## src/sleep_queue_wakeup_table_macros.svh

```systemverilog
// assertion macros for the sleep queue wake-up table
// no dependencies; included by the top level only
`ifndef SLEEP_QUEUE_WAKEUP_TABLE_MACROS_SVH
`define SLEEP_QUEUE_WAKEUP_TABLE_MACROS_SVH
`ifndef SYNTHESIS
// property must hold on every clock edge outside reset
`define SQWT_ASSERT(label, clk, rst_n, prop) \
    label: assert property (@(posedge clk) disable iff (!(rst_n)) (prop)) \
        else $error("sqwt assertion failed");
// condition must never be true outside reset
`define SQWT_ASSERT_NEVER(label, clk, rst_n, cond) \
    label: assert property (@(posedge clk) disable iff (!(rst_n)) !(cond)) \
        else $error("sqwt forbidden condition seen");
`else
`define SQWT_ASSERT(label, clk, rst_n, prop)
`define SQWT_ASSERT_NEVER(label, clk, rst_n, cond)
`endif
`endif

```

## src/sqwt_pkg.sv

```systemverilog
// shared types and constants for the sleep queue wake-up table
// no dependencies
package sqwt_pkg;

    localparam int ID_W     = 16;
    localparam int TICK_W   = 63;
    localparam int STATUS_W = 2;

    localparam logic [TICK_W-1:0] TICK_MAX = {TICK_W{1'b1}};

    // result status codes
    localparam logic [STATUS_W-1:0] ST_NONE  = 2'd0;
    localparam logic [STATUS_W-1:0] ST_WOKEN = 2'd1;
    localparam logic [STATUS_W-1:0] ST_FULL  = 2'd2;

    // request type codes
    localparam logic REQ_SLEEP = 1'b0;
    localparam logic REQ_TICK  = 1'b1;

    typedef enum logic [2:0] {
        S_IDLE,
        S_SCAN,
        S_RESP,
        S_EMIT_RD,
        S_EMIT_WR
    } t_state;

    // commands from controller to datapath
    typedef struct packed {
        logic load_sleep;
        logic load_tick;
        logic scan_step;
        logic scan_finish;
        logic resp_load;
        logic emit_read;
        logic emit_load;
    } t_ctl;

    // status from datapath to controller
    typedef struct packed {
        logic scan_done;
        logic any_woken;
        logic emit_last;
        logic out_free;
    } t_stat;

endpackage

```

## src/sqwt_if.sv

```systemverilog
// valid/ready channel interfaces for request and result transactions
// depends on sqwt_pkg for field widths
interface sqwt_in_if;
    logic                       valid;
    logic                       ready;
    logic                       req_type;
    logic [sqwt_pkg::ID_W-1:0]   thread_id;
    logic [sqwt_pkg::TICK_W-1:0] tick_value;

    modport source (output valid, output req_type, output thread_id, output tick_value,
                    input ready);
    modport sink   (input valid, input req_type, input thread_id, input tick_value,
                    output ready);
endinterface

interface sqwt_out_if;
    logic                         valid;
    logic                         ready;
    logic [sqwt_pkg::ID_W-1:0]     woken_id;
    logic [sqwt_pkg::STATUS_W-1:0] status;
    logic [sqwt_pkg::TICK_W-1:0]   earliest_wake;
    logic                         last;

    modport source (output valid, output woken_id, output status, output earliest_wake,
                    output last, input ready);
    modport sink   (input valid, input woken_id, input status, input earliest_wake,
                    input last, output ready);
endinterface

```

## src/sleep_queue_wakeup_table.sv

```systemverilog
// channel   dir  modport   payload
// i_in      in   sink      req_type, thread_id, tick_value
// o_out     out  source    woken_id, status, earliest_wake, last
//
// a sleep request is accepted in idle, then the result register loads once the output is free.
// a tick is accepted, then scans the stored sleepers one entry per cycle through the
// registered table read; then a single result is loaded when nobody wakes, or each woken
// thread is loaded in turn (woken-list read, then load, once the output is free).
// reset clears the fill count, the earliest tick and the controller; the rams need none.
// a stalled output holds its result; a new request is taken once the last one is queued.
// top level of the sleep queue wake-up table
// depends on sqwt_pkg, sqwt_if, sqwt_ram, sqwt_ctrl, sqwt_dp and the macros header
`include "sleep_queue_wakeup_table_macros.svh"

module sleep_queue_wakeup_table #(
    parameter int TABLE_DEPTH = 16
) (
    input  logic        i_clk,
    input  logic        i_rst_n,
    sqwt_in_if.sink     i_in,
    sqwt_out_if.source  o_out
);

    sqwt_pkg::t_ctl  ctl;
    sqwt_pkg::t_stat stat;

    // controller
    sqwt_ctrl u_ctrl (
        .i_clk         (i_clk),
        .i_rst_n       (i_rst_n),
        .i_in_valid    (i_in.valid),
        .i_in_req_type (i_in.req_type),
        .i_stat        (stat),
        .o_in_ready    (i_in.ready),
        .o_ctl         (ctl)
    );

    // datapath
    sqwt_dp #(.DEPTH(TABLE_DEPTH)) u_dp (
        .i_clk           (i_clk),
        .i_rst_n         (i_rst_n),
        .i_ctl           (ctl),
        .i_thread_id     (i_in.thread_id),
        .i_tick_value    (i_in.tick_value),
        .i_out_ready     (o_out.ready),
        .o_stat          (stat),
        .o_out_valid     (o_out.valid),
        .o_woken_id      (o_out.woken_id),
        .o_status        (o_out.status),
        .o_earliest_wake (o_out.earliest_wake),
        .o_last          (o_out.last)
    );

    // a request transaction takes the controller out of idle
    `SQWT_ASSERT(a_busy_after_accept, i_clk, i_rst_n, (i_in.valid && i_in.ready) |=> !i_in.ready)
    // the final woken result returns the block to idle
    `SQWT_ASSERT(a_idle_after_last, i_clk, i_rst_n, (ctl.emit_load && stat.emit_last) |=> i_in.ready)
    // only woken results may continue a sequence
    `SQWT_ASSERT(a_single_is_last, i_clk, i_rst_n, (o_out.valid && o_out.status != sqwt_pkg::ST_WOKEN) |-> o_out.last)
    // no scan work while a result is being loaded
    `SQWT_ASSERT_NEVER(a_scan_vs_emit, i_clk, i_rst_n, ctl.scan_step && (ctl.emit_load || ctl.resp_load))

endmodule

```

## src/sqwt_ram.sv

```systemverilog
// generic single write port ram with registered read
// no dependencies
module sqwt_ram #(
    parameter int WIDTH = 16,
    parameter int DEPTH = 16
) (
    input  logic                     i_clk,
    input  logic                     i_we,
    input  logic [$clog2(DEPTH)-1:0] i_waddr,
    input  logic [WIDTH-1:0]         i_wdata,
    input  logic                     i_re,
    input  logic [$clog2(DEPTH)-1:0] i_raddr,
    output logic [WIDTH-1:0]         o_rdata
);

    logic [WIDTH-1:0] r_mem [DEPTH];
    logic [WIDTH-1:0] r_rdata;

    // write and registered read
    always_ff @(posedge i_clk) begin
        if (i_we) begin
            r_mem[i_waddr] <= i_wdata;
        end
        if (i_re) begin
            r_rdata <= r_mem[i_raddr];
        end
    end

    assign o_rdata = r_rdata;

endmodule

```

## src/sqwt_ctrl.sv

```systemverilog
// controller state machine for the sleep queue wake-up table
// depends on sqwt_pkg
module sqwt_ctrl (
    input  logic            i_clk,
    input  logic            i_rst_n,
    input  logic            i_in_valid,
    input  logic            i_in_req_type,
    input  sqwt_pkg::t_stat i_stat,
    output logic            o_in_ready,
    output sqwt_pkg::t_ctl  o_ctl
);

    sqwt_pkg::t_state r_state;
    sqwt_pkg::t_state n_state;
    logic             accept;

    assign accept = (r_state == sqwt_pkg::S_IDLE) && i_in_valid;

    // state register
    always_ff @(posedge i_clk) begin
        if (!i_rst_n) begin
            r_state <= sqwt_pkg::S_IDLE;
        end else begin
            r_state <= n_state;
        end
    end

    // next state
    always_comb begin
        n_state = r_state;
        case (r_state)
            sqwt_pkg::S_IDLE: begin
                if (accept) begin
                    n_state = (i_in_req_type == sqwt_pkg::REQ_TICK) ? sqwt_pkg::S_SCAN
                                                                    : sqwt_pkg::S_RESP;
                end
            end
            sqwt_pkg::S_SCAN: begin
                if (i_stat.scan_done) begin
                    n_state = i_stat.any_woken ? sqwt_pkg::S_EMIT_RD : sqwt_pkg::S_RESP;
                end
            end
            sqwt_pkg::S_RESP: begin
                if (i_stat.out_free) begin
                    n_state = sqwt_pkg::S_IDLE;
                end
            end
            sqwt_pkg::S_EMIT_RD: begin
                n_state = sqwt_pkg::S_EMIT_WR;
            end
            sqwt_pkg::S_EMIT_WR: begin
                if (i_stat.out_free) begin
                    n_state = i_stat.emit_last ? sqwt_pkg::S_IDLE : sqwt_pkg::S_EMIT_RD;
                end
            end
            default: begin
                n_state = sqwt_pkg::S_IDLE;
            end
        endcase
    end

    // command outputs
    always_comb begin
        o_ctl      = '0;
        o_in_ready = 1'b0;
        case (r_state)
            sqwt_pkg::S_IDLE: begin
                o_in_ready       = 1'b1;
                o_ctl.load_sleep = accept && (i_in_req_type == sqwt_pkg::REQ_SLEEP);
                o_ctl.load_tick  = accept && (i_in_req_type == sqwt_pkg::REQ_TICK);
            end
            sqwt_pkg::S_SCAN: begin
                o_ctl.scan_step   = !i_stat.scan_done;
                o_ctl.scan_finish = i_stat.scan_done;
            end
            sqwt_pkg::S_RESP: begin
                o_ctl.resp_load = i_stat.out_free;
            end
            sqwt_pkg::S_EMIT_RD: begin
                o_ctl.emit_read = 1'b1;
            end
            sqwt_pkg::S_EMIT_WR: begin
                o_ctl.emit_load = i_stat.out_free;
            end
            default: begin
                o_in_ready = 1'b0;
            end
        endcase
    end

endmodule

```

## src/sqwt_dp.sv

```systemverilog
// datapath: sleeper table, woken list, scan counters and result register
// depends on sqwt_pkg and sqwt_ram
module sqwt_dp #(
    parameter int DEPTH = 16
) (
    input  logic                            i_clk,
    input  logic                            i_rst_n,
    input  sqwt_pkg::t_ctl                  i_ctl,
    input  logic [sqwt_pkg::ID_W-1:0]       i_thread_id,
    input  logic [sqwt_pkg::TICK_W-1:0]     i_tick_value,
    input  logic                            i_out_ready,
    output sqwt_pkg::t_stat                 o_stat,
    output logic                            o_out_valid,
    output logic [sqwt_pkg::ID_W-1:0]       o_woken_id,
    output logic [sqwt_pkg::STATUS_W-1:0]   o_status,
    output logic [sqwt_pkg::TICK_W-1:0]     o_earliest_wake,
    output logic                            o_last
);

    localparam int IW  = $clog2(DEPTH);
    localparam int CW  = $clog2(DEPTH + 1);
    localparam int EW  = sqwt_pkg::ID_W + sqwt_pkg::TICK_W;

    // control state
    logic [CW-1:0]                 r_count,     n_count;
    logic [sqwt_pkg::TICK_W-1:0]   r_earliest,  n_earliest;
    logic [CW-1:0]                 r_rd_idx,    n_rd_idx;
    logic                          r_rd_vld,    n_rd_vld;
    logic [CW-1:0]                 r_keep,      n_keep;
    logic [CW-1:0]                 r_wcnt,      n_wcnt;
    logic [CW-1:0]                 r_emit_idx,  n_emit_idx;
    logic                          r_out_valid, n_out_valid;
    // payload state
    logic [sqwt_pkg::TICK_W-1:0]   r_tv,        n_tv;
    logic [sqwt_pkg::TICK_W-1:0]   r_newmin,    n_newmin;
    logic [sqwt_pkg::STATUS_W-1:0] r_resp_st,   n_resp_st;
    logic [sqwt_pkg::ID_W-1:0]     r_out_id,    n_out_id;
    logic [sqwt_pkg::STATUS_W-1:0] r_out_st,    n_out_st;
    logic [sqwt_pkg::TICK_W-1:0]   r_out_ew,    n_out_ew;
    logic                          r_out_last,  n_out_last;

    // ram ports
    logic                          tbl_we;
    logic [IW-1:0]                 tbl_waddr;
    logic [EW-1:0]                 tbl_wdata;
    logic                          tbl_re;
    logic [EW-1:0]                 tbl_rdata;
    logic                          wk_we;
    logic [sqwt_pkg::ID_W-1:0]     wk_rdata;

    logic                          full;
    logic                          issue;
    logic [sqwt_pkg::ID_W-1:0]     ent_id;
    logic [sqwt_pkg::TICK_W-1:0]   ent_tick;
    logic                          ent_keep;
    logic                          out_free;
    logic                          emit_last;

    assign full      = (r_count == CW'(DEPTH));
    assign issue     = i_ctl.scan_step && (r_rd_idx != r_count);
    assign ent_id    = tbl_rdata[EW-1:sqwt_pkg::TICK_W];
    assign ent_tick  = tbl_rdata[sqwt_pkg::TICK_W-1:0];
    assign ent_keep  = ent_tick > r_tv;
    assign out_free  = !r_out_valid || i_out_ready;
    assign emit_last = ((r_emit_idx + CW'(1)) == r_wcnt);

    assign tbl_re = issue;
    assign wk_we  = r_rd_vld && !ent_keep;

    // table write: append on sleep, compaction during scan
    always_comb begin
        tbl_we    = 1'b0;
        tbl_waddr = r_keep[IW-1:0];
        tbl_wdata = tbl_rdata;
        if (i_ctl.load_sleep) begin
            tbl_we    = !full;
            tbl_waddr = r_count[IW-1:0];
            tbl_wdata = {i_thread_id, i_tick_value};
        end else if (r_rd_vld && ent_keep) begin
            tbl_we = 1'b1;
        end
    end

    sqwt_ram #(.WIDTH(EW), .DEPTH(DEPTH)) u_tbl (
        .i_clk   (i_clk),
        .i_we    (tbl_we),
        .i_waddr (tbl_waddr),
        .i_wdata (tbl_wdata),
        .i_re    (tbl_re),
        .i_raddr (r_rd_idx[IW-1:0]),
        .o_rdata (tbl_rdata)
    );

    // woken ids gathered in scan order
    sqwt_ram #(.WIDTH(sqwt_pkg::ID_W), .DEPTH(DEPTH)) u_woken (
        .i_clk   (i_clk),
        .i_we    (wk_we),
        .i_waddr (r_wcnt[IW-1:0]),
        .i_wdata (ent_id),
        .i_re    (i_ctl.emit_read),
        .i_raddr (r_emit_idx[IW-1:0]),
        .o_rdata (wk_rdata)
    );

    // next values
    always_comb begin
        n_count     = r_count;
        n_earliest  = r_earliest;
        n_rd_idx    = r_rd_idx;
        n_rd_vld    = issue;
        n_keep      = r_keep;
        n_wcnt      = r_wcnt;
        n_emit_idx  = r_emit_idx;
        n_tv        = r_tv;
        n_newmin    = r_newmin;
        n_resp_st   = r_resp_st;
        n_out_valid = r_out_valid && !i_out_ready;
        n_out_id    = r_out_id;
        n_out_st    = r_out_st;
        n_out_ew    = r_out_ew;
        n_out_last  = r_out_last;

        // sleep request
        if (i_ctl.load_sleep) begin
            if (full) begin
                n_resp_st = sqwt_pkg::ST_FULL;
            end else begin
                n_resp_st = sqwt_pkg::ST_NONE;
                n_count   = r_count + CW'(1);
                if (i_tick_value < r_earliest) begin
                    n_earliest = i_tick_value;
                end
            end
        end

        // tick request starts a scan
        if (i_ctl.load_tick) begin
            n_tv       = i_tick_value;
            n_rd_idx   = '0;
            n_keep     = '0;
            n_wcnt     = '0;
            n_emit_idx = '0;
            n_newmin   = sqwt_pkg::TICK_MAX;
        end

        // scan read address
        if (issue) begin
            n_rd_idx = r_rd_idx + CW'(1);
        end

        // classify the entry read last cycle
        if (r_rd_vld) begin
            if (ent_keep) begin
                n_keep = r_keep + CW'(1);
                if (ent_tick < r_newmin) begin
                    n_newmin = ent_tick;
                end
            end else begin
                n_wcnt = r_wcnt + CW'(1);
            end
        end

        // end of scan
        if (i_ctl.scan_finish) begin
            n_count    = r_keep;
            n_earliest = r_newmin;
            n_resp_st  = sqwt_pkg::ST_NONE;
        end

        // single result
        if (i_ctl.resp_load) begin
            n_out_valid = 1'b1;
            n_out_id    = '0;
            n_out_st    = r_resp_st;
            n_out_ew    = r_earliest;
            n_out_last  = 1'b1;
        end

        // one woken thread
        if (i_ctl.emit_load) begin
            n_out_valid = 1'b1;
            n_out_id    = wk_rdata;
            n_out_st    = sqwt_pkg::ST_WOKEN;
            n_out_ew    = r_earliest;
            n_out_last  = emit_last;
            n_emit_idx  = r_emit_idx + CW'(1);
        end
    end

    // control registers
    always_ff @(posedge i_clk) begin
        if (!i_rst_n) begin
            r_count     <= '0;
            r_earliest  <= sqwt_pkg::TICK_MAX;
            r_rd_idx    <= '0;
            r_rd_vld    <= 1'b0;
            r_keep      <= '0;
            r_wcnt      <= '0;
            r_emit_idx  <= '0;
            r_out_valid <= 1'b0;
        end else begin
            r_count     <= n_count;
            r_earliest  <= n_earliest;
            r_rd_idx    <= n_rd_idx;
            r_rd_vld    <= n_rd_vld;
            r_keep      <= n_keep;
            r_wcnt      <= n_wcnt;
            r_emit_idx  <= n_emit_idx;
            r_out_valid <= n_out_valid;
        end
    end

    // payload registers
    always_ff @(posedge i_clk) begin
        r_tv       <= n_tv;
        r_newmin   <= n_newmin;
        r_resp_st  <= n_resp_st;
        r_out_id   <= n_out_id;
        r_out_st   <= n_out_st;
        r_out_ew   <= n_out_ew;
        r_out_last <= n_out_last;
    end

    assign o_stat.scan_done = (r_rd_idx == r_count) && !r_rd_vld;
    assign o_stat.any_woken = (r_wcnt != '0);
    assign o_stat.emit_last = emit_last;
    assign o_stat.out_free  = out_free;

    assign o_out_valid     = r_out_valid;
    assign o_woken_id      = r_out_id;
    assign o_status        = r_out_st;
    assign o_earliest_wake = r_out_ew;
    assign o_last          = r_out_last;

endmodule

```

## src/flat_wrapper.sv

```systemverilog
// flat-port wrapper written by rule: the top's interface ports become plain ports
module sleep_queue_wakeup_table_flat 
#(
    parameter int TABLE_DEPTH = 16
)
  (i_clk, i_rst_n, i_in_valid, i_in_req_type, i_in_thread_id, i_in_tick_value, i_in_ready, o_out_valid, o_out_woken_id, o_out_status, o_out_earliest_wake, o_out_last, o_out_ready);
  sqwt_in_if i_in_i ();
  sqwt_out_if o_out_i ();
  input  logic i_clk;
  input  logic i_rst_n;
  input wire logic [$bits(i_in_i.valid)-1:0] i_in_valid;
  input wire logic [$bits(i_in_i.req_type)-1:0] i_in_req_type;
  input wire logic [$bits(i_in_i.thread_id)-1:0] i_in_thread_id;
  input wire logic [$bits(i_in_i.tick_value)-1:0] i_in_tick_value;
  output wire logic [$bits(i_in_i.ready)-1:0] i_in_ready;
  output wire logic [$bits(o_out_i.valid)-1:0] o_out_valid;
  output wire logic [$bits(o_out_i.woken_id)-1:0] o_out_woken_id;
  output wire logic [$bits(o_out_i.status)-1:0] o_out_status;
  output wire logic [$bits(o_out_i.earliest_wake)-1:0] o_out_earliest_wake;
  output wire logic [$bits(o_out_i.last)-1:0] o_out_last;
  input wire logic [$bits(o_out_i.ready)-1:0] o_out_ready;
  assign i_in_i.valid = i_in_valid;
  assign i_in_i.req_type = i_in_req_type;
  assign i_in_i.thread_id = i_in_thread_id;
  assign i_in_i.tick_value = i_in_tick_value;
  assign i_in_ready = i_in_i.ready;
  assign o_out_valid = o_out_i.valid;
  assign o_out_woken_id = o_out_i.woken_id;
  assign o_out_status = o_out_i.status;
  assign o_out_earliest_wake = o_out_i.earliest_wake;
  assign o_out_last = o_out_i.last;
  assign o_out_i.ready = o_out_ready;
  sleep_queue_wakeup_table #(.TABLE_DEPTH(TABLE_DEPTH)) u_core (.i_clk(i_clk), .i_rst_n(i_rst_n), .i_in(i_in_i), .o_out(o_out_i));
endmodule
```

## config.mk

```make
export PLATFORM = sky130hd
export DESIGN_NAME = sleep_queue_wakeup_table_flat
export DESIGN_NICKNAME = d
export VERILOG_FILES = /design/src/sqwt_pkg.sv /design/src/sqwt_if.sv /design/src/sleep_queue_wakeup_table.sv /design/src/sqwt_ram.sv /design/src/sqwt_ctrl.sv /design/src/sqwt_dp.sv /design/src/flat_wrapper.sv
export VERILOG_INCLUDE_DIRS = /design/src /design/src/src
export SDC_FILE = /design/constraint.sdc
export NUM_CORES = 2
export LEC_CHECK = 0
export ABC_AREA = 1
export BUFFER_PORTS_ARGS = -buffer_cell sky130_fd_sc_hd__buf_2
export CORE_MARGIN = 8
export CORE_UTILIZATION = 53
export CTS_CLUSTER_SIZE = 30
export DETAILED_ROUTE_END_ITERATION = 16
export HOLD_SLACK_MARGIN = 0.1
export PLACE_DENSITY = 0.7
export REMOVE_ABC_BUFFERS = 1
export SLEW_MARGIN = 20
export SYNTH_ARGS = -nofsm -noshare
export SYNTH_HDL_FRONTEND = slang
export SYNTH_SLANG_ARGS = --single-unit
```

## constraint.sdc

```tcl
create_clock -name i_clk -period 8.8 [get_ports i_clk]
set_input_delay 2.64 -clock i_clk [delete_from_list [all_inputs] [get_ports i_clk]]
set_output_delay 2.64 -clock i_clk [all_outputs]
set_load 0.01 [all_outputs]
```

Yosys cells after proc, flatten, opt, wreduce, memory -nomap -nowiden
Memory sizes are Yosys's and may differ from the RTL's. A register that Yosys moved wholly into a read port is not among the register bits. Cells that the tools add are included. W data, S select, Z words.

Register bits: 303. Word-level logic and storage cells: 116. Input port bits: 84. Output and inout port bits: 84. Memory bits (writable): 1520. Memories: 2.

Memories: u_core.u_dp.u_tbl.r_mem (words 16, width 79, rd ports 1, clocked after memory_dff 1, wr ports 1, line sqwt_ram.sv:16) `logic [WIDTH-1:0] r_mem [DEPTH];`; u_core.u_dp.u_woken.r_mem (words 16, width 16, rd ports 1, clocked after memory_dff 1, wr ports 1, line sqwt_ram.sv:16).

Mux-type cells: 51. Equality and inequality tests: 13. Order comparisons: 3. Reductions and logical operators: 25. Bitwise gates (word level): 1. $add $sub $neg: 5.

Operators by type and width (count): $mux W63 (10); $lt A63 B63 Y1 (2); $mux W79 (1); $gt A63 B63 Y1 (1); $mux W5 (12); $mux W16 (2); $add A5 B1 Y5 const B (5); $mux W1 (15); $pmux W3 S5 (1); $mux W3 (4); $eq A5 B5 Y1 (2); $mux W2 (5); $reduce_bool A2 Y1 (5); $logic_and A1 B1 Y1 (8); $ne A2 B2 Y1 const B (4); $eq A3 B2 Y1 const B (2); $logic_not A1 Y1 (6); $eq A5 B5 Y1 const B (1); $ne A5 B5 Y1 (1); $reduce_bool A5 Y1 (1); $mux W4 (1); $reduce_and A4 Y1 (1); $eq A3 B1 Y1 const B (1); $eq A3 B3 Y1 const B (1); other kinds (6) (6).

Logic depth before layout (Yosys ltp)
Word-level depth: 8. Mapped depth: 19. Mapped depth without buffers: 18.

Modules after synthesis
Synthesis repeated with hierarchy kept, for this count alone.

Cells, all modules: 8590. Area, all modules: 85608.4 um^2.

By module, submodules not included: sqwt_ram at u_core.u_dp.u_tbl (area an instance 56225.2 um^2, cells an instance 5190, times used 1); sqwt_dp (area an instance 17600.6 um^2, cells an instance 2282, times used 1); sqwt_ram at u_core.u_dp.u_woken (area an instance 11541.1 um^2, cells an instance 1074, times used 1); sqwt_ctrl (area an instance 241.5 um^2, cells an instance 44, times used 1).

Worst setup path after synthesis
OpenSTA, ideal clock, no wires.

Path type: input port to flip-flop. Start: input port i_in_req_type. End: memory u_core.u_dp.u_tbl.r_mem[3][0] (netlist name) (enable). Cell stages on the path: 10. Arrival time: 7478 ps. Data required time: 8257 ps. Buffers on the path: 1. Slack: 779 ps. Setup time: 543 ps. Path through: inv_1 -> nand2_1 -> nor2_4 -> buf_2 -> nand2_1 -> o21ai_0 -> inv_1 -> nor2_1 -> nand2_1 -> a21oi_1.

Word-level cells in the longest chain between the ends: 6. Elaborated cells between the ends (all ways): 7. Classes of those cells: mux: 5; bitwise: 1; reduce/logical: 1.

Ends and longest elaborated chain: start: declaration (line flat_wrapper.sv:12) `input wire logic [$bits(i_in_i.req_type)-1:0] i_in_req_type;`; $not A1 Y1 * (line sqwt_ctrl.sv:69) `o_ctl.load_sleep = accept && (i_in_req_type == sqwt_pkg::REQ_SLEEP);`; $logic_and A1 B1 Y1 * (line sqwt_ctrl.sv:69); $mux W2 * (line sqwt_ctrl.sv:66) `case (r_state)`; $mux W1 (line sqwt_dp.sv:75) `if (i_ctl.load_sleep) begin`; $mux W1 (line sqwt_ram.sv:21) `if (i_we) begin`; $mux W1 (implied by the code) (line sqwt_ram.sv:22) `r_mem[i_waddr] <= i_wdata;`; end: declaration (line sqwt_ram.sv:16).

Every way passes the cells marked *; elsewhere a longest branch is shown, timed or not.

Worst setup path in the final report
Start: input port i_in_req_type. End: memory u_core.u_dp.u_tbl.r_mem[10][28] (netlist name) (enable).

The elaborated chain is that of the path after synthesis.

==> results.txt <==
----------------------------------------------------
[Floorplanning]
  DIE WIDTH ... 402 um
  Number of top-level pins ... 168
  Starting utilization of the core area ... 53.4%
  Core Area ... 148000 um2
  Full die area ... 162000 um2
  Vert. Die Dim ... 402 um
  # rows ... 141

[Detailed routing]
  Total number of vias ... 52589
  Routed WL ... 213000 um
  Antenna violation net count after detailed routing ... 0
  Initial DRT Pass Iterations ... 7
  Vias/cell ... 6.11
  Violation count after the first detailed-routing iteration ... 5993
  Routed len/inst ... 24.7 um
  Final routed DRC violation total ... 0

[STA]
  Worst slew margin ... 22.8%
  Final Cycle Share ... 63.7%
  Post-Route Skew ... 0.0331 ns
  Number of pins with negative max-slew slack in the final report ... 0
  Hold violation count in the final report ... 0
  Final total negative setup slack ... 0 ns
  Clock period minus worst slack ... 5.61 ns
  Transition time at the pin with the least slew margin ... 1.16 ns
  Max Clock Freq ... 178 MHz
  RSZ-0062 raised after global routing ... no
  Final number of setup-violating endpoints ... 0

[Logic synthesis]
  Ys flop type ... sky130_fd_sc_hd__edfxtp_1
  Ys async rst share ... 0%
  Post-synthesis sequential area ratio ... 70.8%
  Number of register bits inferred by synthesis ... 1917
  EDFF count, synth ... 1758
  Mapped Avg Cell Area ... 12.2 um2
  Count of distinct cell types in the synthesized netlist ... 44
  Post-Synthesis Cells ... 6465
  Warnings, synthesis ... 0
  Post-Syn Area ... 79100 um2

[Clock tree]
  Clock insertion delay at the later pin of the skew report ... 0.83 ns
  Post-CTS Repair Setup Buffers ... 0
  Clock tree from TritonCTS ... done
  Root buffer cell ... sky130_fd_sc_hd__clkbuf_16
  Buffer depth of the longest clock path ... 3
  CTS Buf Count ... 189
  Number of sinks handled by clock tree synthesis ... 1917
  Htree depth ... 4
  Clock edge transition at the registers on the reported setup and hold paths ... 0.06 ns
  # resized after CTS ... 0
  Hold Buf Count CTS ... 0

[Worst setup path]
  Family with the most delay on the worst path ... buffers and inverters
  Critical path data required time ... 9.23 ns
  Critical Path Max Stage Delay ... 0.81 ns
  Arrival time of the worst setup path ... 6.03 ns
  Critical Path Slowest Stage Cell ... sky130_fd_sc_hd__buf_4
  Worst path buffer plus inverter count ... 5
  Most used cell along the critical path ... sky130_fd_sc_hd__buf_4
  Kind of end point of the critical path ... register
  Kind of start point of the critical path ... input pin
  CP max FO ... 44
  Path type of the worst setup path ... input pin to register
  Worst-path cell chain ... buf_2 -> inv_1 -> nand2_1 -> nor2_4 -> buf_4 -> nand2_2 -> a21oi_4 -> buf_4 -> buf_4

[Layout]
  Area of the multi-input gates ... 20500 um2
  Growth of design area from synthesis to finish ... 11.2%
  Number of fill cells in the layout ... 11365
  Most frequent standard cell in the layout excluding fill and tap cells ... sky130_fd_sc_hd__edfxtp_1
  Most frequent cells in the layout ... sky130_fd_sc_hd__edfxtp_1, sky130_fd_sc_hd__nand2_1, sky130_fd_sc_hd__nor2_1
  Share of cells above drive strength 1 ... 8.65%
  Total area of sequential cells ... 56000 um2
  Final layout net count ... 6785

[Power]
  Highest ir drop seen on vdd ... 0.000198 V
  Power density over the cells ... 228 nW/um2
  Pwr Total ... 20.1 mW
  Static leakage power ... 31.9 nW

[Place]
  Port Buffer Count ... 167
  Final HPWL from detailed placement ... 113000 um
  Routability-driven placement congestion ratio ... 0.875

[Min path]
  Hold crit path type ... register to register

[Global route]
  Global-route wire length before repair ... 317000 um
  Largest net degree at the start of global routing ... 232
  Overall routing resource usage ... 25.5%
  Vias in the first global route ... 50645
  Final global-route overflow total ... 0
  Antenna violations before repair ... 28

[Run]
  Max-Cap Viols ... 0

[Run status]
  Outcome ... finished, final reports clean

----------------------------------------------------
## flip-flops by register name, indices dropped and copies added (netlist names), 16 cells and up
signal / count
u_core.u_dp.o_woken_id: 16
u_core.u_dp.r_tv: 63
u_core.u_dp.u_woken.r_mem: 256
u_core.u_dp.o_earliest_wake: 63
u_core.u_dp.u_tbl.o_rdata: 79
u_core.u_dp.u_woken.o_rdata: 16
u_core.u_dp.r_earliest: 63
u_core.u_dp.u_tbl.r_mem: 1264
u_core.u_dp.r_newmin: 63
## path summary, 6_finish.rpt
kind	startpoint	end	slack, ns	cells after the start
worst max-delay path	i_in_req_type	u_core.u_dp.u_tbl.r_mem[10][28]	3.19	9
worst max register to register	u_core.u_dp.r_rd_idx[1]	u_core.u_dp.r_earliest[21]	3.58	11
worst min-delay path	u_core.u_dp.o_status[0]	u_core.u_dp.o_status[0]	0.45	2
worst min register to register	u_core.u_dp.o_status[0]	u_core.u_dp.o_status[0]	0.45	2
## layer usage
layer	up-vias	global-route usage [%]	share of wire, %
li1	23634	-	-
met1	25777	35.0	40
met2	2723	40.2	46
met3	441	5.47	9.9
met4	14	9.98	3.6
met5	-	0	0.043
## cells by family after synthesis
| logic type | share of synthesized area [%] |
|---|---|
| xor+xnor | 0.221 |
| fa+ha+maj | 3.10 |
| flops | 70.8 |
| buf+inv | 3.61 |
| simple gates | 10.9 |
| mux | 0.582 |
| compound gates | 10.8 |
## report_power, final
part / switching (mW) / leakage (nW) / total, mW / internal (mW)
clock: 3.49 / 2.95 / 7.89 / 4.41
combinational: 1.23 / 11.8 / 1.66 / 0.432
sequential: 0.176 / 17.1 / 10.5 / 10.4
total: 4.89 / 31.9 / 20.1 / 15.2
## cells in the mapped netlist, drive strengths merged (2+ instances only)
master | n | area (um2)
edfxtp | 1758 | 52800
nand2 | 1013 | 3800
nor2 | 850 | 3200
o21ai | 794 | 3970
clkbuf | 322 | 1210
inv | 319 | 1200
o221ai | 274 | 2400
ha | 196 | 2450
nand3 | 184 | 938
dfxtp | 159 | 3180
a21oi | 110 | 551
o211ai | 107 | 803
o22ai | 89 | 557
buf | 81 | 435
nand4 | 81 | 507
mux2i | 46 | 460
o32ai | 17 | 149
xor2 | 16 | 140
nor3 | 13 | 76.3
a21o | 9 | 67.6
or2 | 4 | 25.0
xnor2 | 4 | 35.0
a31oi | 3 | 18.8
clkinv | 3 | 11.3
o21a | 3 | 22.5
nand3b | 2 | 15.0
nor3b | 2 | 20.0
## tightest hold or removal path: cells and delay by family, from the launching register on
kind / cells / cell delay [ns]
simple gates: 2 / 0.10
flops: 1 / 0.31
## through the flow
step	cells	utilization [%]	instance area (um2)	setup slack [ns]	hold slack, ns
after global placement	8243	55.3	81800	2.53	0.424
final	8608	59.4	87900	3.19	0.445
after detailed placement	8244	55.3	81800	2.46	0.435
after CTS	8598	59.4	87900	3.33	0.447
after global routing	8599	59.4	87900	3.15	0.455
after floorplan	6062	-	77400	-19.32	0.430
## area by class of cell
type | count | share of cell area (%)
Inverter | 322 | 1.40
Sequential cell | 1917 | 63.7
Clock buffer | 239 | 5.67
Clock inverter | 115 | 1.23
Multi-Input combinational cell | 3823 | 23.3
Antenna cell | 10 | 0.0285
Timing Repair Buffer | 252 | 1.89
Tap cell | 1930 | 2.75
Note: power is estimated with default switching activity, not from simulation.
